$ cat src/rtl/omfr_pkg.sv
// ----------------------------------------------------------------------------
// omfr_pkg: shared types and constants of the marker frame receiver
// Holds register reset values, configuration register indexes, event codes
// and the structs of the slicer's decisions and the framer's results.
// ----------------------------------------------------------------------------
package omfr_pkg;

    // Default frame geometry.
    localparam int PAYLOAD_BITS_DEF = 8;
    localparam int MARKER_BITS_DEF  = 8;

    // Configuration register widths and reset values.
    localparam int CFG_W     = 8;
    localparam int CFG_IDX_W = 3;

    localparam logic [CFG_W-1:0] SPB_RESET          = 8'd100;
    localparam logic [CFG_W-1:0] HUNT_THR_RESET     = 8'd90;
    localparam logic [CFG_W-1:0] FRAME_THR_RESET    = 8'd70;
    localparam logic [CFG_W-1:0] START_MARKER_RESET = 8'hFF;
    localparam logic [CFG_W-1:0] END_MARKER_RESET   = 8'h01;

    // Configuration register indexes.
    localparam logic [CFG_IDX_W-1:0] CFG_SAMPLES_PER_BIT = 3'd0;
    localparam logic [CFG_IDX_W-1:0] CFG_HUNT_THRESHOLD  = 3'd1;
    localparam logic [CFG_IDX_W-1:0] CFG_FRAME_THRESHOLD = 3'd2;
    localparam logic [CFG_IDX_W-1:0] CFG_START_MARKER    = 3'd3;
    localparam logic [CFG_IDX_W-1:0] CFG_END_MARKER      = 3'd4;

    // Event codes reported with each decided bit.
    localparam int EVENT_W = 3;
    localparam logic [EVENT_W-1:0] EV_BIT      = 3'd0;
    localparam logic [EVENT_W-1:0] EV_START    = 3'd1;
    localparam logic [EVENT_W-1:0] EV_PAYLOAD  = 3'd2;
    localparam logic [EVENT_W-1:0] EV_END_GOOD = 3'd3;
    localparam logic [EVENT_W-1:0] EV_END_BAD  = 3'd4;

    localparam int PAYLOAD_OUT_W = 8;

    // Bit decision from the slicer.
    typedef struct packed {
        logic valid;
        logic bit_val;
    } decision_t;

    // One result item from the framer.
    typedef struct packed {
        logic                     valid;
        logic                     decided_bit;
        logic [EVENT_W-1:0]       event_res;
        logic [PAYLOAD_OUT_W-1:0] payload;
        logic                     parity_ok;
    } result_t;

endpackage

$ cat src/rtl/omfr_slicer.sv
// ----------------------------------------------------------------------------
// omfr_slicer: oversampled bit slicer
// Counts sample ticks and ones over one bit period and decides a bit against
// the threshold that the framer's current phase selects.
// ----------------------------------------------------------------------------
module omfr_slicer (
    input  logic                     aclk,
    input  logic                     aresetn,
    input  logic                     step_en,
    input  logic                     level,
    input  logic [omfr_pkg::CFG_W-1:0] samples_per_bit,
    input  logic [omfr_pkg::CFG_W-1:0] hunt_threshold,
    input  logic [omfr_pkg::CFG_W-1:0] frame_threshold,
    input  logic                     hunting,
    output omfr_pkg::decision_t      decision
);
    import omfr_pkg::*;

    logic [CFG_W-1:0] sample_count_reg, sample_count_next;
    logic [CFG_W-1:0] ones_count_reg, ones_count_next;
    logic [CFG_W-1:0] sample_inc;
    logic [CFG_W-1:0] ones_inc;
    logic [CFG_W-1:0] threshold;

    // Count this sample; the ones count saturates at its top value.
    always_comb begin
        sample_inc = sample_count_reg + CFG_W'(1);
        ones_inc   = (level && (ones_count_reg != {CFG_W{1'b1}})) ?
                     ones_count_reg + CFG_W'(1) : ones_count_reg;
        threshold  = hunting ? hunt_threshold : frame_threshold;

        decision.valid   = (sample_inc == samples_per_bit);
        decision.bit_val = (ones_inc >= threshold);

        if (decision.valid) begin
            sample_count_next = '0;
            ones_count_next   = '0;
        end else begin
            sample_count_next = sample_inc;
            ones_count_next   = ones_inc;
        end
    end

    // Counters advance once per processed sample.
    always_ff @(posedge aclk) begin
        if (!aresetn) begin
            sample_count_reg <= '0;
            ones_count_reg   <= '0;
        end else if (step_en) begin
            sample_count_reg <= sample_count_next;
            ones_count_reg   <= ones_count_next;
        end
    end

endmodule

$ cat src/rtl/omfr_framer.sv
// ----------------------------------------------------------------------------
// omfr_framer: marker framing of decided bits
// Shifts decided bits in, hunts for the start marker, collects payload and
// parity, then checks the end marker. Reports one result per decided bit.
// ----------------------------------------------------------------------------
module omfr_framer #(
    parameter int PAYLOAD_BITS = omfr_pkg::PAYLOAD_BITS_DEF,
    parameter int MARKER_BITS  = omfr_pkg::MARKER_BITS_DEF
) (
    input  logic                       aclk,
    input  logic                       aresetn,
    input  logic                       step_en,
    input  omfr_pkg::decision_t        decision,
    input  logic [omfr_pkg::CFG_W-1:0] start_marker,
    input  logic [omfr_pkg::CFG_W-1:0] end_marker,
    output logic                       hunting,
    output omfr_pkg::result_t          result
);
    import omfr_pkg::*;

    localparam int SHIFT_BITS = (PAYLOAD_BITS + 1 > MARKER_BITS) ?
                                (PAYLOAD_BITS + 1) : MARKER_BITS;
    localparam int IDX_W      = $clog2(SHIFT_BITS + 1);
    localparam int EXT_W      = SHIFT_BITS + CFG_W + PAYLOAD_OUT_W;

    typedef enum logic [2:0] {
        PH_HUNT    = 3'b001,
        PH_PAYLOAD = 3'b010,
        PH_END     = 3'b100
    } phase_t;

    phase_t                 phase_reg, phase_next;
    logic [SHIFT_BITS-1:0]  bit_shift_reg, bit_shift_next;
    logic [IDX_W-1:0]       bit_index_reg, bit_index_next;
    logic [SHIFT_BITS-1:0]  shifted;
    logic [IDX_W-1:0]       index_inc;
    logic [EXT_W-1:0]       start_ext;
    logic [EXT_W-1:0]       end_ext;
    logic [SHIFT_BITS-1:0]  start_mask;
    logic [MARKER_BITS-1:0] end_pattern;
    logic [PAYLOAD_BITS-1:0] data_bits;
    logic [EXT_W-1:0]       data_ext;

    // Markers are zero-extended, or cut, to the marker length.
    always_comb begin
        start_ext  = EXT_W'(start_marker);
        end_ext    = EXT_W'(end_marker);
        start_mask = '0;
        for (int i = 0; i < MARKER_BITS; i++) begin
            start_mask[i] = start_ext[i];
        end
        end_pattern = end_ext[MARKER_BITS-1:0];
    end

    // Phase and shift register update for one decided bit.
    always_comb begin
        shifted    = {bit_shift_reg[SHIFT_BITS-2:0], decision.bit_val};
        index_inc  = bit_index_reg + IDX_W'(1);
        data_bits  = shifted[PAYLOAD_BITS:1];
        data_ext   = EXT_W'(data_bits);
        hunting    = (phase_reg != PH_PAYLOAD) && (phase_reg != PH_END);

        phase_next     = phase_reg;
        bit_shift_next = bit_shift_reg;
        bit_index_next = bit_index_reg;

        result.valid       = decision.valid;
        result.decided_bit = decision.bit_val;
        result.event_res   = EV_BIT;
        result.payload     = '0;
        result.parity_ok   = 1'b0;

        if (decision.valid) begin
            bit_shift_next = shifted;
            unique case (phase_reg)
                PH_PAYLOAD: begin
                    bit_index_next = index_inc;
                    if (index_inc >= IDX_W'(PAYLOAD_BITS + 1)) begin
                        result.event_res = EV_PAYLOAD;
                        result.payload   = data_ext[PAYLOAD_OUT_W-1:0];
                        result.parity_ok = ((^data_bits) == shifted[0]);
                        bit_shift_next   = '0;
                        bit_index_next   = '0;
                        phase_next       = PH_END;
                    end
                end
                PH_END: begin
                    bit_index_next = index_inc;
                    if (index_inc >= IDX_W'(MARKER_BITS)) begin
                        result.event_res = (shifted[MARKER_BITS-1:0] == end_pattern) ?
                                           EV_END_GOOD : EV_END_BAD;
                        bit_index_next   = '0;
                        phase_next       = PH_HUNT;
                    end
                end
                default: begin
                    // Hunting: look for the start marker under its own mask.
                    if ((shifted & start_mask) == start_mask) begin
                        result.event_res = EV_START;
                        bit_shift_next   = '0;
                        bit_index_next   = '0;
                        phase_next       = PH_PAYLOAD;
                    end
                end
            endcase
        end
    end

    // Framing state.
    always_ff @(posedge aclk) begin
        if (!aresetn) begin
            phase_reg     <= PH_HUNT;
            bit_shift_reg <= '0;
            bit_index_reg <= '0;
        end else if (step_en) begin
            phase_reg     <= phase_next;
            bit_shift_reg <= bit_shift_next;
            bit_index_reg <= bit_index_next;
        end
    end

endmodule

$ cat src/rtl/oversampled_marker_frame_receiver_core.sv
// ----------------------------------------------------------------------------
// oversampled_marker_frame_receiver_core: oversampled marker frame receiver
// Slices comparator samples into bits and frames them between a start marker
// and an end marker, with an even-parity payload in between.
//
// Usage:
//   s_ channel: one comparator sample per item, level in s_tdata[0].
//   m_ channel: one item per decided bit; tdata carries the bit, the payload
//   and the parity flag, tuser the event code.
//   cfg channel: register writes by index, always ready; write only while
//   the block is idle.
// Flow: one sample item is accepted every cycle while the result register
//   is free. A sample is held in the input register, then the slicer and
//   framer logic updates the state and loads the result register with the
//   result item of the sample that closes its bit period.
// Reset: aresetn clears the counters, the shift register and the phase to
//   hunting, and loads the register defaults.
// Stall: while m_tready is low and a result is held, the full input
//   register keeps its sample and s_tready drops; nothing is lost or repeated.
// ----------------------------------------------------------------------------
module oversampled_marker_frame_receiver_core #(
    parameter int PAYLOAD_BITS = omfr_pkg::PAYLOAD_BITS_DEF,
    parameter int MARKER_BITS  = omfr_pkg::MARKER_BITS_DEF
) (
    input  logic                           aclk,
    input  logic                           aresetn,
    // Sample input.
    input  logic                           s_tvalid,
    output logic                           s_tready,
    input  logic [7:0]                     s_tdata,   // [0] level
    // Result output.
    output logic                           m_tvalid,
    input  logic                           m_tready,
    output logic [15:0]                    m_tdata,   // [0] decided_bit, [8:1] payload,
                                                      // [9] parity_ok
    output logic [omfr_pkg::EVENT_W-1:0]   m_tuser,   // [2:0] event_res
    // Configuration writes.
    input  logic                           cfg_valid,
    output logic                           cfg_ready,
    input  logic [omfr_pkg::CFG_IDX_W-1:0] cfg_index,
    input  logic [omfr_pkg::CFG_W-1:0]     cfg_data
);
    import omfr_pkg::*;

    logic             s1_valid_reg;
    logic             s1_level_reg;
    logic             m_valid_reg;
    logic             m_bit_reg;
    logic [PAYLOAD_OUT_W-1:0] m_payload_reg;
    logic             m_parity_reg;
    logic [EVENT_W-1:0] m_event_reg;

    logic [CFG_W-1:0] spb_reg;
    logic [CFG_W-1:0] hunt_thr_reg;
    logic [CFG_W-1:0] frame_thr_reg;
    logic [CFG_W-1:0] start_marker_reg;
    logic [CFG_W-1:0] end_marker_reg;

    logic      out_free;
    logic      step_en;
    logic      hunting;
    decision_t decision;
    result_t   result;

    // Handshake: the result register frees when empty or being taken.
    assign out_free  = !m_valid_reg || m_tready;
    assign step_en   = s1_valid_reg && out_free;
    assign s_tready  = !s1_valid_reg || out_free;
    assign cfg_ready = 1'b1;

    // Configuration registers.
    always_ff @(posedge aclk) begin
        if (!aresetn) begin
            spb_reg          <= SPB_RESET;
            hunt_thr_reg     <= HUNT_THR_RESET;
            frame_thr_reg    <= FRAME_THR_RESET;
            start_marker_reg <= START_MARKER_RESET;
            end_marker_reg   <= END_MARKER_RESET;
        end else if (cfg_valid) begin
            unique case (cfg_index)
                CFG_SAMPLES_PER_BIT: spb_reg          <= cfg_data;
                CFG_HUNT_THRESHOLD:  hunt_thr_reg     <= cfg_data;
                CFG_FRAME_THRESHOLD: frame_thr_reg    <= cfg_data;
                CFG_START_MARKER:    start_marker_reg <= cfg_data;
                CFG_END_MARKER:      end_marker_reg   <= cfg_data;
                default: ;
            endcase
        end
    end

    // Input register control.
    always_ff @(posedge aclk) begin
        if (!aresetn) begin
            s1_valid_reg <= 1'b0;
        end else if (s_tready) begin
            s1_valid_reg <= s_tvalid;
        end
    end

    always_ff @(posedge aclk) begin
        if (s_tready) begin
            s1_level_reg <= s_tdata[0];
        end
    end

    omfr_slicer u_slicer (
        .aclk            (aclk),
        .aresetn         (aresetn),
        .step_en         (step_en),
        .level           (s1_level_reg),
        .samples_per_bit (spb_reg),
        .hunt_threshold  (hunt_thr_reg),
        .frame_threshold (frame_thr_reg),
        .hunting         (hunting),
        .decision        (decision)
    );

    omfr_framer #(
        .PAYLOAD_BITS (PAYLOAD_BITS),
        .MARKER_BITS  (MARKER_BITS)
    ) u_framer (
        .aclk         (aclk),
        .aresetn      (aresetn),
        .step_en      (step_en),
        .decision     (decision),
        .start_marker (start_marker_reg),
        .end_marker   (end_marker_reg),
        .hunting      (hunting),
        .result       (result)
    );

    // Result register control.
    always_ff @(posedge aclk) begin
        if (!aresetn) begin
            m_valid_reg <= 1'b0;
        end else if (out_free) begin
            m_valid_reg <= step_en && result.valid;
        end
    end

    always_ff @(posedge aclk) begin
        if (out_free) begin
            m_bit_reg     <= result.decided_bit;
            m_payload_reg <= result.payload;
            m_parity_reg  <= result.parity_ok;
            m_event_reg   <= result.event_res;
        end
    end

    assign m_tvalid = m_valid_reg;
    assign m_tdata  = {6'b0, m_parity_reg, m_payload_reg, m_bit_reg};
    assign m_tuser  = m_event_reg;

endmodule
$ cat config.mk
export PLATFORM = sky130hd
export DESIGN_NAME = oversampled_marker_frame_receiver_core
export DESIGN_NICKNAME = d
export VERILOG_FILES = /design/src/rtl/omfr_pkg.sv /design/src/rtl/omfr_slicer.sv /design/src/rtl/omfr_framer.sv /design/src/rtl/oversampled_marker_frame_receiver_core.sv
export SDC_FILE = /design/constraint.sdc
export NUM_CORES = 1
export LEC_CHECK = 0
export BUFFER_PORTS_ARGS = -buffer_cell sky130_fd_sc_hd__buf_2
export CAP_MARGIN = 5
export CORE_MARGIN = 8
export CORE_UTILIZATION = 50
export DETAILED_ROUTE_END_ITERATION = 7
export PLACE_DENSITY = 0.69
export SLEW_MARGIN = 25
export SYNTH_ARGS = -nofsm -noshare
export SYNTH_HDL_FRONTEND = slang
export SYNTH_SLANG_ARGS = --single-unit
$ cat constraint.sdc
create_clock -name aclk -period 8.3 [get_ports aclk]
set_input_delay 0.415 -clock aclk [delete_from_list [all_inputs] [get_ports aclk]]
set_output_delay 0.415 -clock aclk [all_outputs]
set_load 0.005 [all_outputs]
==> run summary <==
The iteration-0 DRC count of the detailed router came out at 299. The wire-length estimate of the detail-placed layout is 7740 um. The critical path is of the flop to flop type. Traced cell by cell, the critical path runs through nand2b_1, a21o_1, mux2i_1, ha_1, and3_1, a221o_1, a21oi_1, xnor2_1, or4_1, a21oi_1.

The combinational share of power came out at 0.058. After synthesis, the mean cell area works out to 8.18 um^2. The number of violations of the max-capacitance limit is 0.

At the worst endpoint, the required time is 8.51 ns. The internal power component came out at 0.561 mW. The quantity of I/O buffers inserted on ports is 31.

The startpoint identified for the worst hold timing path is s_tdata[0]. The tree is rooted in a sky130_fd_sc_hd__clkbuf_8. Measured on the finished design, the core utilization comes to 0.554. The number of different library cells used by synthesis comes to 55. The buffer levels on the longest clock path is 2. The startpoint of the worst-slack reg-to-reg timing path is u_framer.phase_reg[1]$_SDFFE_PN0P_. The clock period could shrink to 3.73 ns. The first-pass detailed-route iteration total came out at 5. The number of buffers created by CTS came out at 9. The clock net in this run drives a total of 87 sinks.

The worst hold path belongs to the class primary input to flop. The maximum clock rate is 0.268 GHz. The die is 111 um wide. The first global-routing pass estimated 18,500 um of wire. Across the routed clock network, the largest skew measured is 0.00921 ns. The mean routed wirelength per cell came out at 16.3 um. After clock tree synthesis, the clock-pin slew on the worst setup and hold paths is 0.10 ns. The number of antenna violations at the first check in global routing came out at 0. Setup repair after global routing left no endpoint under its margin.

The repair_antennas step left the layout with diodes totalling 0. The top cell types in the final layout, fill and taps aside, are 126 x sky130_fd_sc_hd__nand2_1, 73 x sky130_fd_sc_hd__dfxtp_1, 61 x sky130_fd_sc_hd__a21oi_1. Power spread over the standard cell area amounts to 158 nW/um^2.

The placeable core region came out at 8720 um^2. The clock latency on the worst-skew pair is 0.36 ns. The post-detailed-route via-to-cell ratio came out at 5.78. After floorplanning, the core was divided into 34 placement rows. The final RePlAce weighted congestion came out at 0.847.

For this design the static power due to leakage is 1.86 nW. The final global-route overflow total came out at 0. The hold slack is 0.225 ns.

In this design, the largest share of critical-path delay is due to compound AO/OA/AOI/OAI gates. The share of flip-flops with an asynchronous set or reset came out at 0. The number of nets in the layout is 602. The number of enable flip-flop cells after synthesis is 14. Synthesis inferred 87 register bits. The final hold violation count came out at 0. For this block, the via count after detailed routing is 3,919. The number of placed I/O pins came out at 46. The number of gates given a new drive strength after cts came out at 0. The number of placed instances with taps included is 662.

The number of global-route vias before repair is 3,737. The largest net degree at the start of global routing came out at 51. The starting density of the core came out at 0.517.

The share of total power dissipated in the clock network is 0.366. The TritonCTS clock tree is yes. Headroom to the max-slew limit came out at 0.365. The all-layer global routing usage is 0.181. The cell area that synthesis handed to floorplanning was 4510 um^2. For this design the total switching power over the nets is 0.200 mW.

The slew at the pin closest to its max-slew limit came out at 0.944 ns. The DRC violations left came out at 0. The biggest cell delay along the critical path is 0.52 ns.

The number of fillers in the final layout came out at 818. The synthesized instance count came out at 551. Among all stages on the critical path, the largest delay is contributed by sky130_fd_sc_hd__a21o_1. The overall die area came out at 12,300 um^2.

The category of the worst setup path launch point is a flop. Yosys printed 0 warnings. The sequential element share of the synthesized area is 0.418. The flip-flop cell with the highest count after synthesis is sky130_fd_sc_hd__dfxtp_1. Leaving out fill and tap cells, the most frequent cell in the layout is sky130_fd_sc_hd__nand2_1.

The die height came out at 111 um. In this run the worst path has a maximum fanout of 13. The buffers plus inverters on the worst setup path came out at 0. The deepest level of the CTS H-tree is 3. The hold buffer count at cts came out at 0. The most critical setup path has its startpoint at u_framer.phase_reg[1]$_SDFFE_PN0P_.

For this run, the number of standard cells in the final layout without fillers is 678. The worst IR drop on VDD came out at 0.127 mV. In the final timing run, aggregate negative setup slack is 0 ns. The ratio of cells with drive above 1 in the final layout is 0.107. The category of the worst setup path capture point is a flop. The remaining antenna violation count after routing came out at 0. The final setup violation count came out at 0.

The post-synthesis to final-layout area growth is 7.22%. The post-CTS setup buffer count is 0. The final clock period utilization by the worst path came out at 0.449. The sequential group share of total power came out at 0.576.

Of the total power, the share spent switching nets is 0.263. The detailed-route wire length is 11,000 um. STA puts the critical path data arrival time at 3.94 ns. In this design, the critical path's most frequently occurring cell is sky130_fd_sc_hd__a21oi_1. The max-slew violation count was 0.

The run finished with clean final reports.
[power groups by stage]
stage          Clock (mW)  Combinational, mW  Sequential, mW
2_1_floorplan           0             0.0313           0.447
4_1_cts             0.286             0.0440           0.439
3_3_place_gp            0             0.0425           0.448
6_report            0.278             0.0441           0.439
3_5_place_dp            0             0.0437           0.448
5_1_grt             0.303             0.0496           0.440
[worst paths after layout]
kind	to	slack (ns)	cells after the start
min	s1_level_reg$_DFFE_PP_	0.22	1
max	m_tuser[1]$_SDFFCE_PN0N_	4.57	10
max reg2reg	m_tuser[1]$_SDFFCE_PN0N_	4.57	10
min reg2reg	frame_thr_reg[0]$_SDFFE_PN0P_	0.46	2
[final cells by class]
class,count,area (um^2),share of cell area
clock buffers,10,128,0.0264
inverters,13,48.8,0.0101
well taps,108,135,0.0280
repair buffers,33,170,0.0352
multi-input cells,421,2410,0.500
flip-flops and latches,87,1880,0.389
clock inverters,6,53.8,0.0111
[cell families (layout without fill, tap and decap cells)]
| family | count (synthesis) | after routing | synth area share |
|---|---|---|---|
| adder cells (fa/ha/maj) | 13 | 13 | 0.0361 |
| multiplexers | 9 | 9 | 0.0203 |
| flip-flops | 87 | 87 | 0.418 |
| other | 2 | 7 | 0.00167 |
| buffers and inverters | 48 | 62 | 0.0508 |
| AND/OR/NAND/NOR | 263 | 263 | 0.288 |
| AO/OA/AOI/OAI | 101 | 101 | 0.131 |
| XOR/XNOR | 28 | 28 | 0.0544 |
[metrics by stage]
step           instance area [um^2]  power, mW  setup WS (ns)
2_1_floorplan                  4530      0.478           5.08
3_3_place_gp                   4650      0.490           4.76
3_5_place_dp                   4650      0.492           4.63
4_1_cts                        4830      0.768           4.56
5_1_grt                        4830      0.792           4.24
6_report                       4830      0.761           4.57
[synth_stat cells, types with 5 or more instances]
master / instances / area, um^2
sky130_fd_sc_hd__a21oi_1: 61 / 305
sky130_fd_sc_hd__o22ai_1: 7 / 43.8
sky130_fd_sc_hd__clkbuf_1: 20 / 75.1
sky130_fd_sc_hd__and3_1: 6 / 37.5
sky130_fd_sc_hd__buf_4: 12 / 90.1
sky130_fd_sc_hd__nor2_1: 10 / 37.5
sky130_fd_sc_hd__nand4_1: 7 / 43.8
sky130_fd_sc_hd__edfxtp_1: 14 / 420
sky130_fd_sc_hd__xnor2_1: 24 / 210
sky130_fd_sc_hd__inv_1: 11 / 41.3
sky130_fd_sc_hd__and2_1: 5 / 31.3
sky130_fd_sc_hd__ha_1: 13 / 163
sky130_fd_sc_hd__nor3_1: 15 / 75.1
sky130_fd_sc_hd__nand2b_1: 6 / 37.5
sky130_fd_sc_hd__nor2b_1: 7 / 43.8
sky130_fd_sc_hd__nand4b_1: 6 / 52.6
sky130_fd_sc_hd__nand2_1: 126 / 473
sky130_fd_sc_hd__o21ai_0: 8 / 40.0
sky130_fd_sc_hd__or3_1: 10 / 62.6
sky130_fd_sc_hd__mux2i_1: 8 / 80.1
sky130_fd_sc_hd__nand3_1: 41 / 205
sky130_fd_sc_hd__dfxtp_1: 73 / 1460
[metal layers]
metal | share of wire | wire (um) | GRT usage | up-vias
li1 | - | - | - | 1952
met1 | 0.46 | 5110 | 0.234 | 1804
met2 | 0.45 | 5000 | 0.280 | 139
met3 | 0.057 | 631 | 0.0352 | 24
met4 | 0.026 | 282 | 0.0892 | 0
met5 | 0 | 0 | 0 | -
No activity file was read; power rests on OpenSTA's default activity.
